File: config.mk
export PLATFORM = sky130hd
export DESIGN_NAME = pbcd_cell
export DESIGN_NICKNAME = d
export VERILOG_FILES = /design/src/sv/pbcd_pkg.sv /design/src/sv/pbcd_cell.sv
export SDC_FILE = /design/constraint.sdc
export NUM_CORES = 1
export LEC_CHECK = 0
export ABC_AREA = 1
export BUFFER_PORTS_ARGS = -buffer_cell sky130_fd_sc_hd__clkbuf_2
export CELL_PAD_IN_SITES_DETAIL_PLACEMENT = 0
export CELL_PAD_IN_SITES_GLOBAL_PLACEMENT = 1
export CORE_ASPECT_RATIO = 1.2
export CORE_MARGIN = 2
export CORE_UTILIZATION = 30
export DETAILED_ROUTE_END_ITERATION = 6
export PLACE_DENSITY = 0.78
export SLEW_MARGIN = 10
export SYNTH_ARGS = -nofsm -noshare
export SYNTH_HDL_FRONTEND = slang
export SYNTH_SLANG_ARGS = --single-unit
File: constraint.sdc
create_clock -name clk -period 7.1 [get_ports clk]
set_input_delay 0.355 -clock clk [delete_from_list [all_inputs] [get_ports clk]]
set_output_delay 0.355 -clock clk [all_outputs]
set_load 0.01 [all_outputs]
File: src/sv/pbcd_pkg.sv
`timescale 1ns / 1ps
`default_nettype none
package pbcd_pkg;

  localparam int DIG_MAX = 18;
  localparam int DIGS_W  = 4 * DIG_MAX;
  localparam int NUM_W   = 64;
  localparam int INT_W   = 62;

  localparam logic [15:0]      SIGN_BIT = 16'h8000;
  localparam logic [15:0]      INDEF_HI = 16'hFFFF;
  localparam logic [NUM_W-1:0] INDEF_LO = 64'hC000_0000_0000_0000;

  typedef enum logic {
    CMD_DECODE = 1'b0,
    CMD_ENCODE = 1'b1
  } cmd_t;

  // Item travelling down the digit chain. num is the accumulator on decode
  // and the remainder still to be split into digits on encode.
  typedef struct packed {
    cmd_t              cmd;
    logic              neg;
    logic              bad;
    logic [NUM_W-1:0]  num;
    logic [DIGS_W-1:0] digs;
  } pbcd_item_t;

  function automatic logic [NUM_W-1:0] pbcd_pow10(input int k);
    logic [NUM_W-1:0] p;
    p = 64'd1;
    for (int i = 0; i < k; i++) begin
      p = p * 64'd10;
    end
    return p;
  endfunction

endpackage
`default_nettype wire

File: src/sv/pbcd_cell.sv
`timescale 1ns / 1ps
`default_nettype none
module pbcd_cell
  import pbcd_pkg::*;
#(
  parameter int K = 0
) (
  input  wire logic       clk,
  input  wire logic       rst,
  input  wire logic       up_valid,
  input  wire pbcd_item_t up_item,
  output logic            up_ready,
  output logic            valid,
  output pbcd_item_t      item,
  input  wire logic       down_ready
);

  pbcd_item_t       item_next;
  logic [NUM_W:0]   diff [1:10];
  logic [3:0]       q;
  logic [NUM_W-1:0] rem;

  assign up_ready = !valid || down_ready;

  // trial subtraction of every multiple of 10^K; the tenth flags overflow
  for (genvar d = 1; d <= 10; d++) begin : g_trial
    localparam logic [NUM_W-1:0] SUBV = pbcd_pow10(K) * 64'(d);
    assign diff[d] = {1'b0, up_item.num} - {1'b0, SUBV};
  end

  always_comb begin
    q   = 4'd0;
    rem = up_item.num;
    for (int d = 1; d <= 10; d++) begin
      if (!diff[d][NUM_W]) begin
        q   = 4'(d);
        rem = diff[d][NUM_W-1:0];
      end
    end
  end

  always_comb begin
    item_next = up_item;
    if (up_item.cmd == CMD_DECODE) begin
      item_next.num = (up_item.num << 3) + (up_item.num << 1)
                    + 64'(up_item.digs[4*K +: 4]);
    end else begin
      item_next.num           = rem;
      item_next.digs[4*K +: 4] = q;
      if (q == 4'd10) begin
        item_next.bad = 1'b1;
      end
    end
  end

  always_ff @(posedge clk) begin
    if (rst) begin
      valid <= 1'b0;
    end else if (up_ready) begin
      valid <= up_valid;
    end
  end

  always_ff @(posedge clk) begin
    if (up_ready && up_valid) begin
      item <= item_next;
    end
  end

endmodule
`default_nettype wire

==> metrics.md <==
| Metric | Value |
|---|---|
| Final wirelength | `62.2 mm` |
| Worst setup SP type | `primary input` |
| Hold buffers post-CTS | `0` |
| Routed Antenna Nets | `0` |
| Layout cells sized above 1 | `0.172` |
| Mapped Nets | `2191` |
| Post-CTS sizing | `0` |
| R2R setup slack | `4.58 ns` |
| Max_slew headroom | `0.291` |
| Met3 GRT Util | `0.0395` |
| Top cells by area, synth | `edfxtp_1, ha_1, nand2_1, nor2_1, inv_1` |
| Pin count of the biggest net entering global routing | `81` |
| WS Path Type | `in2reg` |
| TritonRoute pass-1 iters | `6` |
| Dpl cell area | `0.0156 sq mm` |
| Number of diodes | `0` |
| Clock skew | `0.0133 ns` |
| Fin cells | `2769` |
| Hold path startpoint | `rst` |
| Top Usage Layer GRT | `met2` |
| Tcrit/Tclk final | `0.543` |
| Met2 Usage GRT | `0.455` |
| Post-CTS setup buffer count | `0` |
| RePlAce Congestion | `1.01` |
| Clock H-tree levels | `4` |
| Status | `completed` |
| Highest-delay cell along the critical path | `o21ai_0` |
| Via total after detailed routing | `14706` |
| Synth warn | `0` |
| RSZ-0062 raised after global routing | `no` |
| Gr usage total | `0.264` |
| Remaining Overflow, GRT | `0` |
| Most frequent cells in the layout | `nand2_1, nor2_1, clkbuf_2` |
| Max Cap Violations | `0` |
| Synth top area share | `0.308` |
| Via/cell ratio | `roughly 5.3` |
| Chip Height | `between 200 and 250 um` |
| Clock buffer depth | `2` |
| TritonCTS clock tree | `built` |
| Crit path arrival time | `4.05 ns` |
| Worst-Margin Slew | `1.06 ns` |
| Root Buffer Master | `clkbuf_16` |
| P_leak | `between 7 and 8 nW` |
| Maximum VDD drop | `about 0.00016 V` |
| Primary FF master, synth | `edfxtp_1` |
| Initial DRC count | `roughly 1100` |
| Total Die Area | `0.0468 sq mm` |
| Final hold violation count | `0` |
| Nets | `2472` |
| Reg2reg path depth | `2` |
| CP most frequent cell | `nand2_1` |
| DP Cell Count | `2737` |
| Post-synth top area cell | `edfxtp_1` |
| Core Region | `roughly 0.045 sq mm` |
| Clk pin slew, worst setup/hold paths | `0.07 ns` |
| Async set-or-reset flop fraction in the synthesized netlist | `0` |
| Clock sinks | `140` |
| Crit. Startpoint | `up_item[74]` |
| Initial antenna violation count | `0` |
| Setup TNS | `0 ns` |
| DR WL/cell | `22.5 um` |
| Register area share after synthesis | `0.310` |
| Setup crit end kind | `flop` |
| Port bufs | `283` |
| Hold Crit Class | `in2reg` |
| First-pass GRT wire length | `90.2 mm` |
| Setup-failing EPs final | `0` |
| Post-route cell area | `0.0162 sq mm` |
| Hold path endpoint | `valid` |
| Minimum clock period | `3.85 ns` |
| FMAX | `260 MHz` |
| Skew-Pair Late Insertion Delay | `0.47 ns` |
| Detailed Place HPWL | `approximately 52 mm` |
| Area grow syn2layout | `19.4%` |
| I/O pin count | `around 280` |
| Mapped Avg Cell Area | `7.09 sq um` |
| Crit path depth | `16` |
| Hold depth | `2` |
| Critical-path cell list | `clkbuf_2 -> fa_1 -> ha_1 -> nand3_1 -> nand3_1 -> inv_1 -> o211ai_2 -> inv_1 -> o21ai_0 -> inv_1 -> o21ai_0 -> nand2_1 -> nand2_1 -> nand2_1 -> nand3_1 -> nand2_1` |
| Commonest non-fill, non-tap cell in the layout | `nand2_1` |
| Met1 Use GR | `0.290` |
| Remaining DRCs | `0` |
| Starting Density | `0.303` |
| R2R Path End | `item[94]` |
| Synthesized flop and latch total | `140` |
| Slew Viols, Final | `0` |
| Critical Path RT | `7.30 ns` |
| Vias in the first global route | `14404` |
| CP delay by family, top | `compound AO/OA/AOI/OAI gates` |
| Rows | `85` |
| Delay of the slowest critical-path stage | `0.55 ns` |
| Crit path max fanout | `13` |
| CTS Buf Count | `17` |
| PD cells | `179 mW/mm^2` |
| Post-Syn Area | `0.0135 sq mm` |
| Synth Instances | `1910` |
| Synth cell types | `52` |
| Die width | `198 um` |
| Post-synth EDFFs | `139` |
| Worst r2r src | `valid` |
| Buf/Inv on CP | `4` |
per-stage QoR:
step | setup slack, ns | power [mW] | hold WS, ns | utilization
floorplan | 2.20 | 1.57 | 0.424 | -
global placement | 2.90 | 1.95 | 0.518 | 0.349
global route | 3.11 | 3.03 | 0.0380 | 0.362
detailed placement | 2.86 | 1.95 | 0.519 | 0.349
finish | 3.25 | 2.89 | 0.0487 | 0.362
CTS | 3.35 | 2.91 | 0.0292 | 0.362
cell families (layout without fill, tap and decap cells):
logic type | count (synthesis) | in the layout | share of synthesized area
and+or+nand+nor | 925 | 925 | 0.297
AOI/OAI and AO/OA | 370 | 370 | 0.154
buffers and inverters | 298 | 592 | 0.0860
DFF | 140 | 140 | 0.310
adders and majority gates | 138 | 138 | 0.129
xor gates and xnor gates | 39 | 39 | 0.0252
synth_stat cells, types with 9 or more instances:
library cell  instances
a21o_1               20
a21oi_1             134
a31oi_1              13
clkbuf_1             12
edfxtp_1            139
ha_1                136
inv_1               258
inv_2                11
nand2_1             380
nand2_2              12
nand3_1             125
nand3b_1              9
nand4_1              29
nor2_1              285
nor2_2               18
nor3_1               31
nor4_1               17
o211ai_1             12
o21ai_0             123
o21ai_1              23
o21bai_1             16
xnor2_1               9
xor2_1               30
worst max-delay path by stage:
| stage | end | slack (ns) |
|---|---|---|
| global route | item[125] | 3.11 |
| CTS | item[125] | 3.35 |
| detailed placement | item[125] | 2.86 |
| floorplan | item[0] | 2.20 |
| finish | item[125] | 3.25 |
| global placement | item[115] | 2.90 |
routing by layer:
layer | routed length, um | vias to the layer above
li1 | - | 7020
met1 | 23400 | 6805
met2 | 29600 | 701
met3 | 4130 | 180
met4 | 5130 | 0
met5 | 0 | -
where the power goes:
group / total (mW) / leakage (nW) / internal, mW / switching [mW]
registers: 1.02 / 1.36 / 0.997 / 0.0266
logic: 0.920 / 5.63 / 0.288 / 0.631
clock network: 0.951 / 0.275 / 0.523 / 0.427
cell type report:
type / instances / area, sq um
Clock buffer: 17 / 425
Clock inverter: 15 / 164
Fill cell: 4806 / 28500
Inverter: 272 / 1020
Multi-Input combinational cell: 1472 / 8190
Sequential cell: 140 / 4190
Tap cell: 565 / 707
Timing Repair Buffer: 288 / 1450
state kept, by name, summed over array words and instances, names as in the netlist:
signal,count
item,139
valid,1
Note: power is estimated with default switching activity, not from simulation.
