## config.mk

```make
export PLATFORM = sky130hd
export DESIGN_NAME = pbcd_entry_flat
export DESIGN_NICKNAME = d
export VERILOG_FILES = /design/src/sv/pbcd_pkg.sv /design/src/sv/pbcd_if.sv /design/src/sv/pbcd_entry.sv /design/src/flat_wrapper.sv
export SDC_FILE = /design/constraint.sdc
export NUM_CORES = 1
export LEC_CHECK = 0
export BUFFER_PORTS_ARGS = -buffer_cell sky130_fd_sc_hd__buf_2
export CORE_MARGIN = 4
export CORE_UTILIZATION = 35
export DETAILED_ROUTE_END_ITERATION = 10
export PLACE_DENSITY = 0.71
export SLEW_MARGIN = 30
export SYNTH_ARGS = -nofsm -noshare
export SYNTH_HDL_FRONTEND = slang
export SYNTH_SLANG_ARGS = --single-unit
```

## constraint.sdc

```tcl
create_clock -name clk -period 10.7 [get_ports clk]
set_input_delay 0.535 -clock clk [delete_from_list [all_inputs] [get_ports clk]]
set_output_delay 0.535 -clock clk [all_outputs]
set_load 0.01 [all_outputs]
```

## src/sv/pbcd_pkg.sv

```systemverilog
`timescale 1ns / 1ps
`default_nettype none
package pbcd_pkg;

  localparam int DIG_MAX = 18;
  localparam int DIGS_W  = 4 * DIG_MAX;
  localparam int NUM_W   = 64;
  localparam int INT_W   = 62;

  localparam logic [15:0]      SIGN_BIT = 16'h8000;
  localparam logic [15:0]      INDEF_HI = 16'hFFFF;
  localparam logic [NUM_W-1:0] INDEF_LO = 64'hC000_0000_0000_0000;

  typedef enum logic {
    CMD_DECODE = 1'b0,
    CMD_ENCODE = 1'b1
  } cmd_t;

  // Item travelling down the digit chain. num is the accumulator on decode
  // and the remainder still to be split into digits on encode.
  typedef struct packed {
    cmd_t              cmd;
    logic              neg;
    logic              bad;
    logic [NUM_W-1:0]  num;
    logic [DIGS_W-1:0] digs;
  } pbcd_item_t;

  function automatic logic [NUM_W-1:0] pbcd_pow10(input int k);
    logic [NUM_W-1:0] p;
    p = 64'd1;
    for (int i = 0; i < k; i++) begin
      p = p * 64'd10;
    end
    return p;
  endfunction

endpackage
`default_nettype wire

```

## src/sv/pbcd_if.sv

```systemverilog
`timescale 1ns / 1ps
`default_nettype none
interface pbcd_in_if;
  logic               valid;
  logic               ready;
  logic               cmd;
  logic [63:0]        bcd_digits_low;
  logic [15:0]        bcd_word_high;
  logic signed [63:0] int_in;
  logic               upstream_invalid;

  modport source (output valid, output cmd, output bcd_digits_low, output bcd_word_high,
                  output int_in, output upstream_invalid, input ready);
  modport sink   (input valid, input cmd, input bcd_digits_low, input bcd_word_high,
                  input int_in, input upstream_invalid, output ready);
endinterface

`default_nettype wire

```

## src/sv/pbcd_entry.sv

```systemverilog
`timescale 1ns / 1ps
`default_nettype none
module pbcd_entry
  import pbcd_pkg::*;
(
  input  wire logic       clk,
  input  wire logic       rst,
  pbcd_in_if.sink         din,
  output logic            valid,
  output pbcd_item_t      item,
  input  wire logic       down_ready
);

  pbcd_item_t       item_next;
  logic [NUM_W-1:0] neg_mag;

  assign din.ready = !valid || down_ready;
  assign neg_mag   = 64'd0 - $unsigned(din.int_in);

  always_comb begin
    item_next = '0;
    if (din.cmd == CMD_ENCODE) begin
      item_next.cmd  = CMD_ENCODE;
      item_next.neg  = din.int_in[63];
      // most negative input wraps to 2^63 and fails the range check later
      item_next.num  = din.int_in[63] ? neg_mag : $unsigned(din.int_in);
      item_next.bad  = din.upstream_invalid;
      item_next.digs = '0;
    end else begin
      item_next.cmd  = CMD_DECODE;
      item_next.neg  = |(din.bcd_word_high & SIGN_BIT);
      item_next.num  = '0;
      item_next.bad  = 1'b0;
      item_next.digs = {din.bcd_word_high[7:0], din.bcd_digits_low};
    end
  end

  always_ff @(posedge clk) begin
    if (rst) begin
      valid <= 1'b0;
    end else if (din.ready) begin
      valid <= din.valid;
    end
  end

  always_ff @(posedge clk) begin
    if (din.ready && din.valid) begin
      item <= item_next;
    end
  end

endmodule
`default_nettype wire

```

## src/flat_wrapper.sv

```systemverilog
// flat-port wrapper written by rule: the top's interface ports become plain ports
module pbcd_entry_flat import pbcd_pkg::*;
  (clk, rst, valid, item, down_ready, din_valid, din_cmd, din_bcd_digits_low, din_bcd_word_high, din_int_in, din_upstream_invalid, din_ready);
  pbcd_in_if din_i ();
  input  wire logic clk;
  input  wire logic rst;
  output logic valid;
  output pbcd_item_t item;
  input  wire logic down_ready;
  input wire logic [$bits(din_i.valid)-1:0] din_valid;
  input wire logic [$bits(din_i.cmd)-1:0] din_cmd;
  input wire logic [$bits(din_i.bcd_digits_low)-1:0] din_bcd_digits_low;
  input wire logic [$bits(din_i.bcd_word_high)-1:0] din_bcd_word_high;
  input wire logic [$bits(din_i.int_in)-1:0] din_int_in;
  input wire logic [$bits(din_i.upstream_invalid)-1:0] din_upstream_invalid;
  output wire logic [$bits(din_i.ready)-1:0] din_ready;
  assign din_i.valid = din_valid;
  assign din_i.cmd = din_cmd;
  assign din_i.bcd_digits_low = din_bcd_digits_low;
  assign din_i.bcd_word_high = din_bcd_word_high;
  assign din_i.int_in = din_int_in;
  assign din_i.upstream_invalid = din_upstream_invalid;
  assign din_ready = din_i.ready;
  pbcd_entry u_core (.clk(clk), .rst(rst), .din(din_i), .valid(valid), .item(item), .down_ready(down_ready));
endmodule
```

==> summary.txt, run 1 <==
Status
  • Status: complete, no violations

Worst setup path
  • Reg2Reg Depth: 3
  • Max FO, Critical Path: between 90 and 100
  • Worst path required time: around 11 ns
  • Critical path startpoint: din_cmd
  • Startpoint types: primary input
  • Top cell by count, worst path: buf_4
  • Slowest CP cell: buf_4
  • Buffers and inverters on the worst path: 2
  • CP endpoint kind: register
  • Arrival time at the worst endpoint: 3.07 ns
  • Largest stage delay on the critical path: 0.80 ns
  • Cell depth of the worst setup path: 6
  • Crit Path Class: primary input to register
  • Worst R2R Start: u_core.valid
  • Crit-path cells: buf_4 -> buf_4 -> nand2_1 -> or2_2 -> nor3_1 -> and4_1
  • Cell family with most CP delay: buffers and inverters

Timing
  • Number of setup violations in the final report: 0
  • Setup ws final: 7.90 ns
  • Final min period: about 2.8 ns
  • Max Fclk: ~360 MHz
  • Final Hold Vio Count: 0
  • Fin Setup TNS: 0 ns
  • Rel. slew slack: 41.7%
  • Final worst-path cycle share: between 20% and 30%
  • Worst clock skew: approximately 0.008 ns
  • Unrepaired setup endpoints after global routing: false
  • Final hold slack: 0.274 ns
  • Max-slew violation count: 0
  • Worst-Margin Slew: between 0.8 and 0.9 ns

Placement
  • DP HPWL: roughly 14 mm
  • Dpl ws: 7.46 ns
  • GPL Wtd Cong: between 0.8 and 0.9
  • Placed insts: approximately 1,100
  • Port Buf Inserts: approximately 280

Floorplan
  • Initial core utilization: between 30% and 40%
  • Die area: approximately 0.023 mm^2
  • Rows: 52
  • Die W: around 150 um
  • Core area: 0.0202 mm^2
  • Top Ports: 291
  • Die Height: around 150 um

Layout
  • Total Nets Final: approximately 1,000
  • Layout Cells excl Fill: 1,155
  • Layout cells sized above 1: 38.7%
  • Synthesis-to-layout area growth: 30.9%

GRT
  • GR peak layer: met2
  • Initial antenna violation count: 3
  • Global route overflow: 0
  • GRT Util Overall: 16.6%
  • Largest net degree at the start of global routing: 98
  • Vias in the first global route: 5,302
  • Met3 Use GR: roughly 4%
  • First-pass GRT wire length: 29.2 mm
  • GRT met2 Usage: 27.1%
  • Met1 Resource Use GR: between 20% and 30%

Drt
  • Drt first pass iters: 5
  • Via density per instance: between 4 and 5
  • First DRT Iteration DRCs: 400
  • Antenna-violating nets left: 0
  • Via count: approximately 5,700
  • WL per Instance: roughly 17 um
  • Routed WL: between 20 and 25 mm
  • DRC viols: 0

Power and ir drop
  • Sw Share: about a quarter
  • Comb pwr share: approximately 14%
  • Part of the power in registers: ~47%
  • Pwr/cell area: between 100 and 150 mW/mm^2
  • Leak Pwr: ~3.8 nW
  • Psw: 0.374 mW
  • Internal power: 1.03 mW
  • VDD IR max: a little under 0.09 mV
  • Total Power: around 1.4 mW
  • Clock power share: between 30% and 40%

Yosys
  • Synth Register Bits: 140
  • Cell Area, Synth: roughly 0.007 mm^2
  • Avg Inst Size Synth: between 10 and 15 um^2
  • Syn. warnings: 0
  • Net Count, Synth: 750
  • Sequential area share after synthesis: 58.4%
  • Yosys cell types: 53
  • Mapped Cells: ~600

Worst hold path
  • Min-Delay Startpoint: rst
  • Hold path cells: 2
  • Worst Hold Class: primary input to register

Clock tree
  • Post-CTS sizing: 0
  • CTS tree: done
  • Postcts setup bufs: 0
  • Max Root-Sink Buffers: 2
  • Clock Sinks: 140
  • Root Driver: clkbuf_16
  • Htree depth: 4
  • Worst-Skew Late Latency: about 0.42 ns
  • Clock edge transition at the registers on the reported setup and hold paths: roughly 0.06 ns
  • Total CTS buffers: 17
  • CTS Hold Bufs: 0

Flow run
  • Max Cap Violations: 0
[registers in the layout, summed over array words and instances, names as in the netlist]
signal        cells
u_core.item     139
u_core.valid      1
[worst paths after layout]
| check | to | slack (ns) |
|---|---|---|
| setup reg to reg | u_core.item[100] | 8.43 |
| hold / removal | u_core.valid | 0.27 |
| hold reg to reg | u_core.valid | 0.52 |
| setup / recovery | u_core.item[135] | 7.90 |
[area by class of cell]
class                   count  area, um^2
fillers                  1912       10800
flip-flops and latches    140        4190
multi-input cells         415        2830
repair buffers            287        1450
clock buffers              17         425
well taps                 270         338
clock inverters            15         124
inverters                   9        33.8
diodes                      2        5.00
[metrics by stage]
step	utilization, %	cell area, um^2
after floorplan	-	7180
after global placement	43.7	8840
after detailed placement	43.7	8850
after CTS	46.4	9400
after global routing	46.5	9400
final	46.5	9400
[layer usage]
layer / part of all wire (%) / wire length (um) / up-vias
li1: - / - / 2790
met1: 42 / 8360 / 2652
met2: 49 / 9740 / 234
met3: 7.4 / 1490 / 28
met4: 2.4 / 486 / 2
met5: 0.065 / 13 / -
[synthesized netlist by cell type (all sizes together)]
library cell	instances	area share, %
inv	8	0.42
nand3	21	1.5
a311oi	1	0.12
a21boi	2	0.21
nand4	9	0.87
o211ai	4	0.42
o21ai	15	1.0
dfxtp	1	0.28
clkinv	1	0.052
or2	4	0.35
a31oi	10	0.87
nand2b	17	1.5
o31ai	15	1.7
clkbuf	31	1.6
nand4b	5	0.61
or3	11	0.96
mux2i	17	2.4
o2111ai	2	0.24
a2bb2oi	1	0.12
ha	1	0.17
xnor2	26	3.2
buf	4	0.26
nor4b	2	0.24
and3	8	0.70
nor3	17	1.5
nand2	33	1.7
nor3b	8	0.84
a311o	1	0.14
edfxtp	139	58
nor4	14	2.4
o31a	3	0.37
or4	8	0.89
nor2b	77	6.7
a21oi	8	0.56
xor2	3	0.37
and2	32	2.8
o41ai	11	1.7
a221oi	2	0.24
nor2	19	0.99
nand3b	4	0.42
a41oi	2	0.24
and4	2	0.24
[worst register-to-register path, stage by stage, from the launching register on]
cell	delay, ns
dfxtp_1	0.31
nand2b_1	0.10
and2_4	0.68
buf_6	0.77
[placed cells by master (no fill, tap or decap), types with 3 or more instances in the layout]
cell	Yosys	routed
a21oi_1	8	8
a31oi_1	10	10
and2_1	32	31
and3_1	8	8
buf_2	3	282
buf_4	0	4
clkbuf_16	0	17
clkinvlp_4	0	3
edfxtp_1	139	139
inv_1	8	8
inv_6	0	7
mux2i_1	17	17
nand2_1	33	33
nand2b_1	17	17
nand3_1	20	20
nand3b_1	4	4
nand4_1	8	8
nand4b_1	5	5
nor2_1	19	19
nor2b_1	77	77
nor3_1	14	14
nor3b_1	8	8
nor4_1	7	6
nor4_2	2	3
nor4_4	5	5
o211ai_1	4	4
o21ai_0	15	15
o31a_1	3	3
o31ai_1	13	13
o41ai_1	8	8
o41ai_2	3	3
or2_2	3	3
or3_1	11	11
or4_1	7	7
xnor2_1	26	26
xor2_1	3	3
[logic make-up (layout without fill, tap and decap cells)]
| family | after synthesis | after routing | synth area share [%] |
|---|---|---|---|
| AOI/OAI and AO/OA | 77 | 77 | 7.94 |
| muxes | 17 | 17 | 2.37 |
| other | 0 | 2 | 0 |
| xor gates and xnor gates | 29 | 29 | 3.54 |
| DFF | 140 | 140 | 58.4 |
| and+or+nand+nor | 291 | 291 | 25.3 |
| buffers and inverters | 44 | 328 | 2.35 |
| adders and majority gates | 1 | 1 | 0.174 |
[power by group through the flow]
stage	Sequential [mW]	Combinational, mW	Clock (mW)
2_1_floorplan	0.697	0.0763	0
3_3_place_gp	0.670	0.191	0
3_5_place_dp	0.671	0.193	0
4_1_cts	0.659	0.194	0.571
5_1_grt	0.662	0.210	0.596
6_report	0.659	0.191	0.558
Power figures use the tool's default switching activity.
==> run 2, diff against run 1 <==
PLACE_DENSITY = 0.73   (was 0.71)
clock period = 2.35 ns   (was 10.7 ns; I/O delays follow)
==> run 2 against run 1 <==
  * Routed wire length up 7.1%
  * Flip-flop and latch count unchanged
  * Die area unchanged
  * Critical path depth up 1
  * Utilization up 3.9 points
  * Clock-buffer cell count unchanged
  * Sequential power rose to 4.6 times the previous value
  * Worst setup slack worse by 7.4 ns
  * Critical endpoint is now u_core.item[111]
  * Largest power group unchanged
==> summary.txt, run 2 (synthesis gave the netlist of run 1 again) <==
Clock tree
  • Total CTS buffers: 17 (unchanged)
  • Root Driver: clkbuf_16
  • Worst-Skew Late Latency: 0.41 ns (about the same)
  • Htree depth: 4 (unchanged)
  • Clock edge transition at the registers on the reported setup and hold paths: 0.06 ns (about the same)
  • Postcts setup bufs: 0 (unchanged)
  • Max Root-Sink Buffers: 2 (unchanged)
  • Clock Sinks: 140 (unchanged)
  • CTS tree: done

Timing
  • Max Fclk: roughly 550 MHz
  • Setup ws final: 0.544 ns (-7.36 ns)
  • Final hold slack: 0.0166 ns (-0.258 ns)
  • Worst clock skew: 0.00493 ns (-0.00309 ns)
  • Unrepaired setup endpoints after global routing: false
  • Final min period: ~1.8 ns
  • Number of setup violations in the final report: 0 (unchanged)
  • Final Hold Vio Count: 0 (unchanged)
  • Max-slew violation count: 0 (unchanged)
  • Fin Setup TNS: 0 ns (unchanged)
  • Final worst-path cycle share: between 70% and 80%
  • Worst-Margin Slew: 0.605 ns (-0.269 ns)
  • Rel. slew slack: 59.4% (+18 points)

Drt
  • WL per Instance: 17.5 um (+0.52%)
  • Antenna-violating nets left: 0 (unchanged)
  • Via count: 6,054 (+6.1%)
  • First DRT Iteration DRCs: 345 (-14%)
  • Via density per instance: 4.92 (-0.45%)
  • Drt first pass iters: 5 (unchanged)
  • DRC viols: 0 (unchanged)
  • Routed WL: 21.5 mm (+7.1%)

GRT
  • Global route overflow: 0 (unchanged)
  • Vias in the first global route: 5,862 (+11%)
  • Largest net degree at the start of global routing: 106 (+8.2%)
  • First-pass GRT wire length: 31.5 mm (+7.7%)
  • Initial antenna violation count: 3 (unchanged)
  • GRT Util Overall: 17.9% (+1.3 points)

Floorplan
  • Die area: 0.0229 mm^2 (unchanged)
  • Die Height: 151 um (unchanged)
  • Initial core utilization: 35.5% (unchanged)
  • Top Ports: 291 (unchanged)
  • Core area: 0.0202 mm^2 (unchanged)
  • Rows: 52 (unchanged)
  • Die W: 151 um (unchanged)

Worst hold path
  • Hold endpoint: u_core.item[35]
  • Worst Hold Class: primary input to register
  • Min-Delay Startpoint: din_bcd_digits_low[35]
  • Hold path cells: 2 (unchanged)

Layout
  • Top reg by flops: u_core.item
  • Layout cells sized above 1: 38.2% (-0.53 points)
  • Max reg flops: 139 (unchanged)
  • Core Util, Final: 50.4% (+3.9 points)
  • Commonest non-fill, non-tap cells in the layout: buf_2 (282), edfxtp_1 (139), nor2b_1 (77)
  • Commonest non-fill, non-tap cell in the layout: buf_2
  • Largest regs: u_core.item x139, u_core.valid x1
  • Final instance area: 0.0102 mm^2 (+8.4%)
  • Total Nets Final: 1,097 (+7.4%)
  • # fillers: 1,809 (-5.4%)
  • Synthesis-to-layout area growth: 41.8%
  • Multi-input gate area: 0.00283 mm^2 (unchanged)
  • Register Area: 0.00419 mm^2 (unchanged)

Placement
  • DP HPWL: 15.1 mm (+5.6%)
  • GPL Wtd Cong: 0.821 (+1.4%)
  • Dpl ws: 0.0943 ns (-7.37 ns)
  • Port Buf Inserts: 283 (unchanged)
  • Post-DP Area: 0.00910 mm^2 (+2.8%)

Worst setup path
  • Max FO, Critical Path: 11 (-89%)
  • Arrival time at the worst endpoint: 1.97 ns (-1.10 ns)
  • Worst R2R Start: u_core.valid
  • R2R Setup Slk: 0.95 ns (-7.48 ns)
  • Worst path required time: 2.51 ns (-8.46 ns)
  • Reg2Reg Depth: 3 (unchanged)
  • CP endpoint kind: register
  • Critical path startpoint: din_int_in[9]
  • Worst reg2reg path endpoint: u_core.item[28]
  • Crit Path Class: primary input to register
  • Startpoint types: primary input

Power and ir drop
  • Pwr/cell area: 659 mW/mm^2 (+340%)
  • Leak Pwr: 4.14 nW (+9.7%)
  • VDD IR max: 0.451 mV (+420%)

Flow run
  • Max Cap Violations: 0 (unchanged)

Status
  • Status: complete, no violations
==> run 2: changes by cell type in the layout (fill, tap and decap cells not counted), moves of 2 or more <==
| cell | change |
|---|---|
| dlygate4sd3_1 | +49 |
| buf_4 | +24 |
| buf_12 | +4 |
| inv_6 | -4 |
| bufinv_16 | +3 |
| clkinv_1 | +2 |
| inv_8 | -2 |
==> run 2: report_power, final <==
part           switching [mW]  total (mW)  leakage, nW  internal [mW]
combinational           0.532       0.972         2.46          0.441
sequential             0.0429        3.00         1.39           2.96
clock                    1.08        2.74        0.281           1.67
==> run 2: worst max-delay path, cell delays in order <==
cell     delay (ns)
buf_2          0.13
nor4_4         0.44
nand4_1        0.31
nor4_2         0.28
buf_4          0.24
a21oi_1        0.08
or3_1          0.37
==> run 2: area by class of cell <==
| cell class | count | share of cell area [%] |
|---|---|---|
| Antenna cell | 3 | 0.0737 |
| Clock buffer | 17 | 4.17 |
| Clock inverter | 14 | 1.66 |
| Inverter | 9 | 0.332 |
| Multi-Input combinational cell | 415 | 27.8 |
| Sequential cell | 140 | 41.2 |
| Tap cell | 270 | 3.32 |
| Timing Repair Buffer | 363 | 21.5 |
==> run 2: what timing repair did <==
item,in CTS,in global routing
hold buffers,48,1
gates resized for setup,0,0
hold endpoints to repair,47,1
==> run 2: how the worst max path moves through the flow <==
stage	end	slack, ns
after floorplan	u_core.item[130]	0.37
after global placement	u_core.item[120]	0.14
after detailed placement	u_core.item[116]	0.09
after CTS	u_core.item[120]	0.54
after global routing	u_core.item[120]	0.44
final	u_core.item[111]	0.54
==> run 2: stage by stage <==
step / cells / power (mW)
2_1_floorplan: 599 / 3.51
3_3_place_gp: 1148 / 3.95
3_5_place_dp: 1148 / 3.96
4_1_cts: 1227 / 6.79
5_1_grt: 1231 / 7.00
6_report: 1231 / 6.72
==> run 2: routing by layer <==
layer  up-vias  track usage, %  wire [um]
met2       242            30.4      10700
li1       2932               -          -
met5         -               0          0
met1      2856            21.9       8740
met4         0            5.39        352
met3        24            5.30       1710
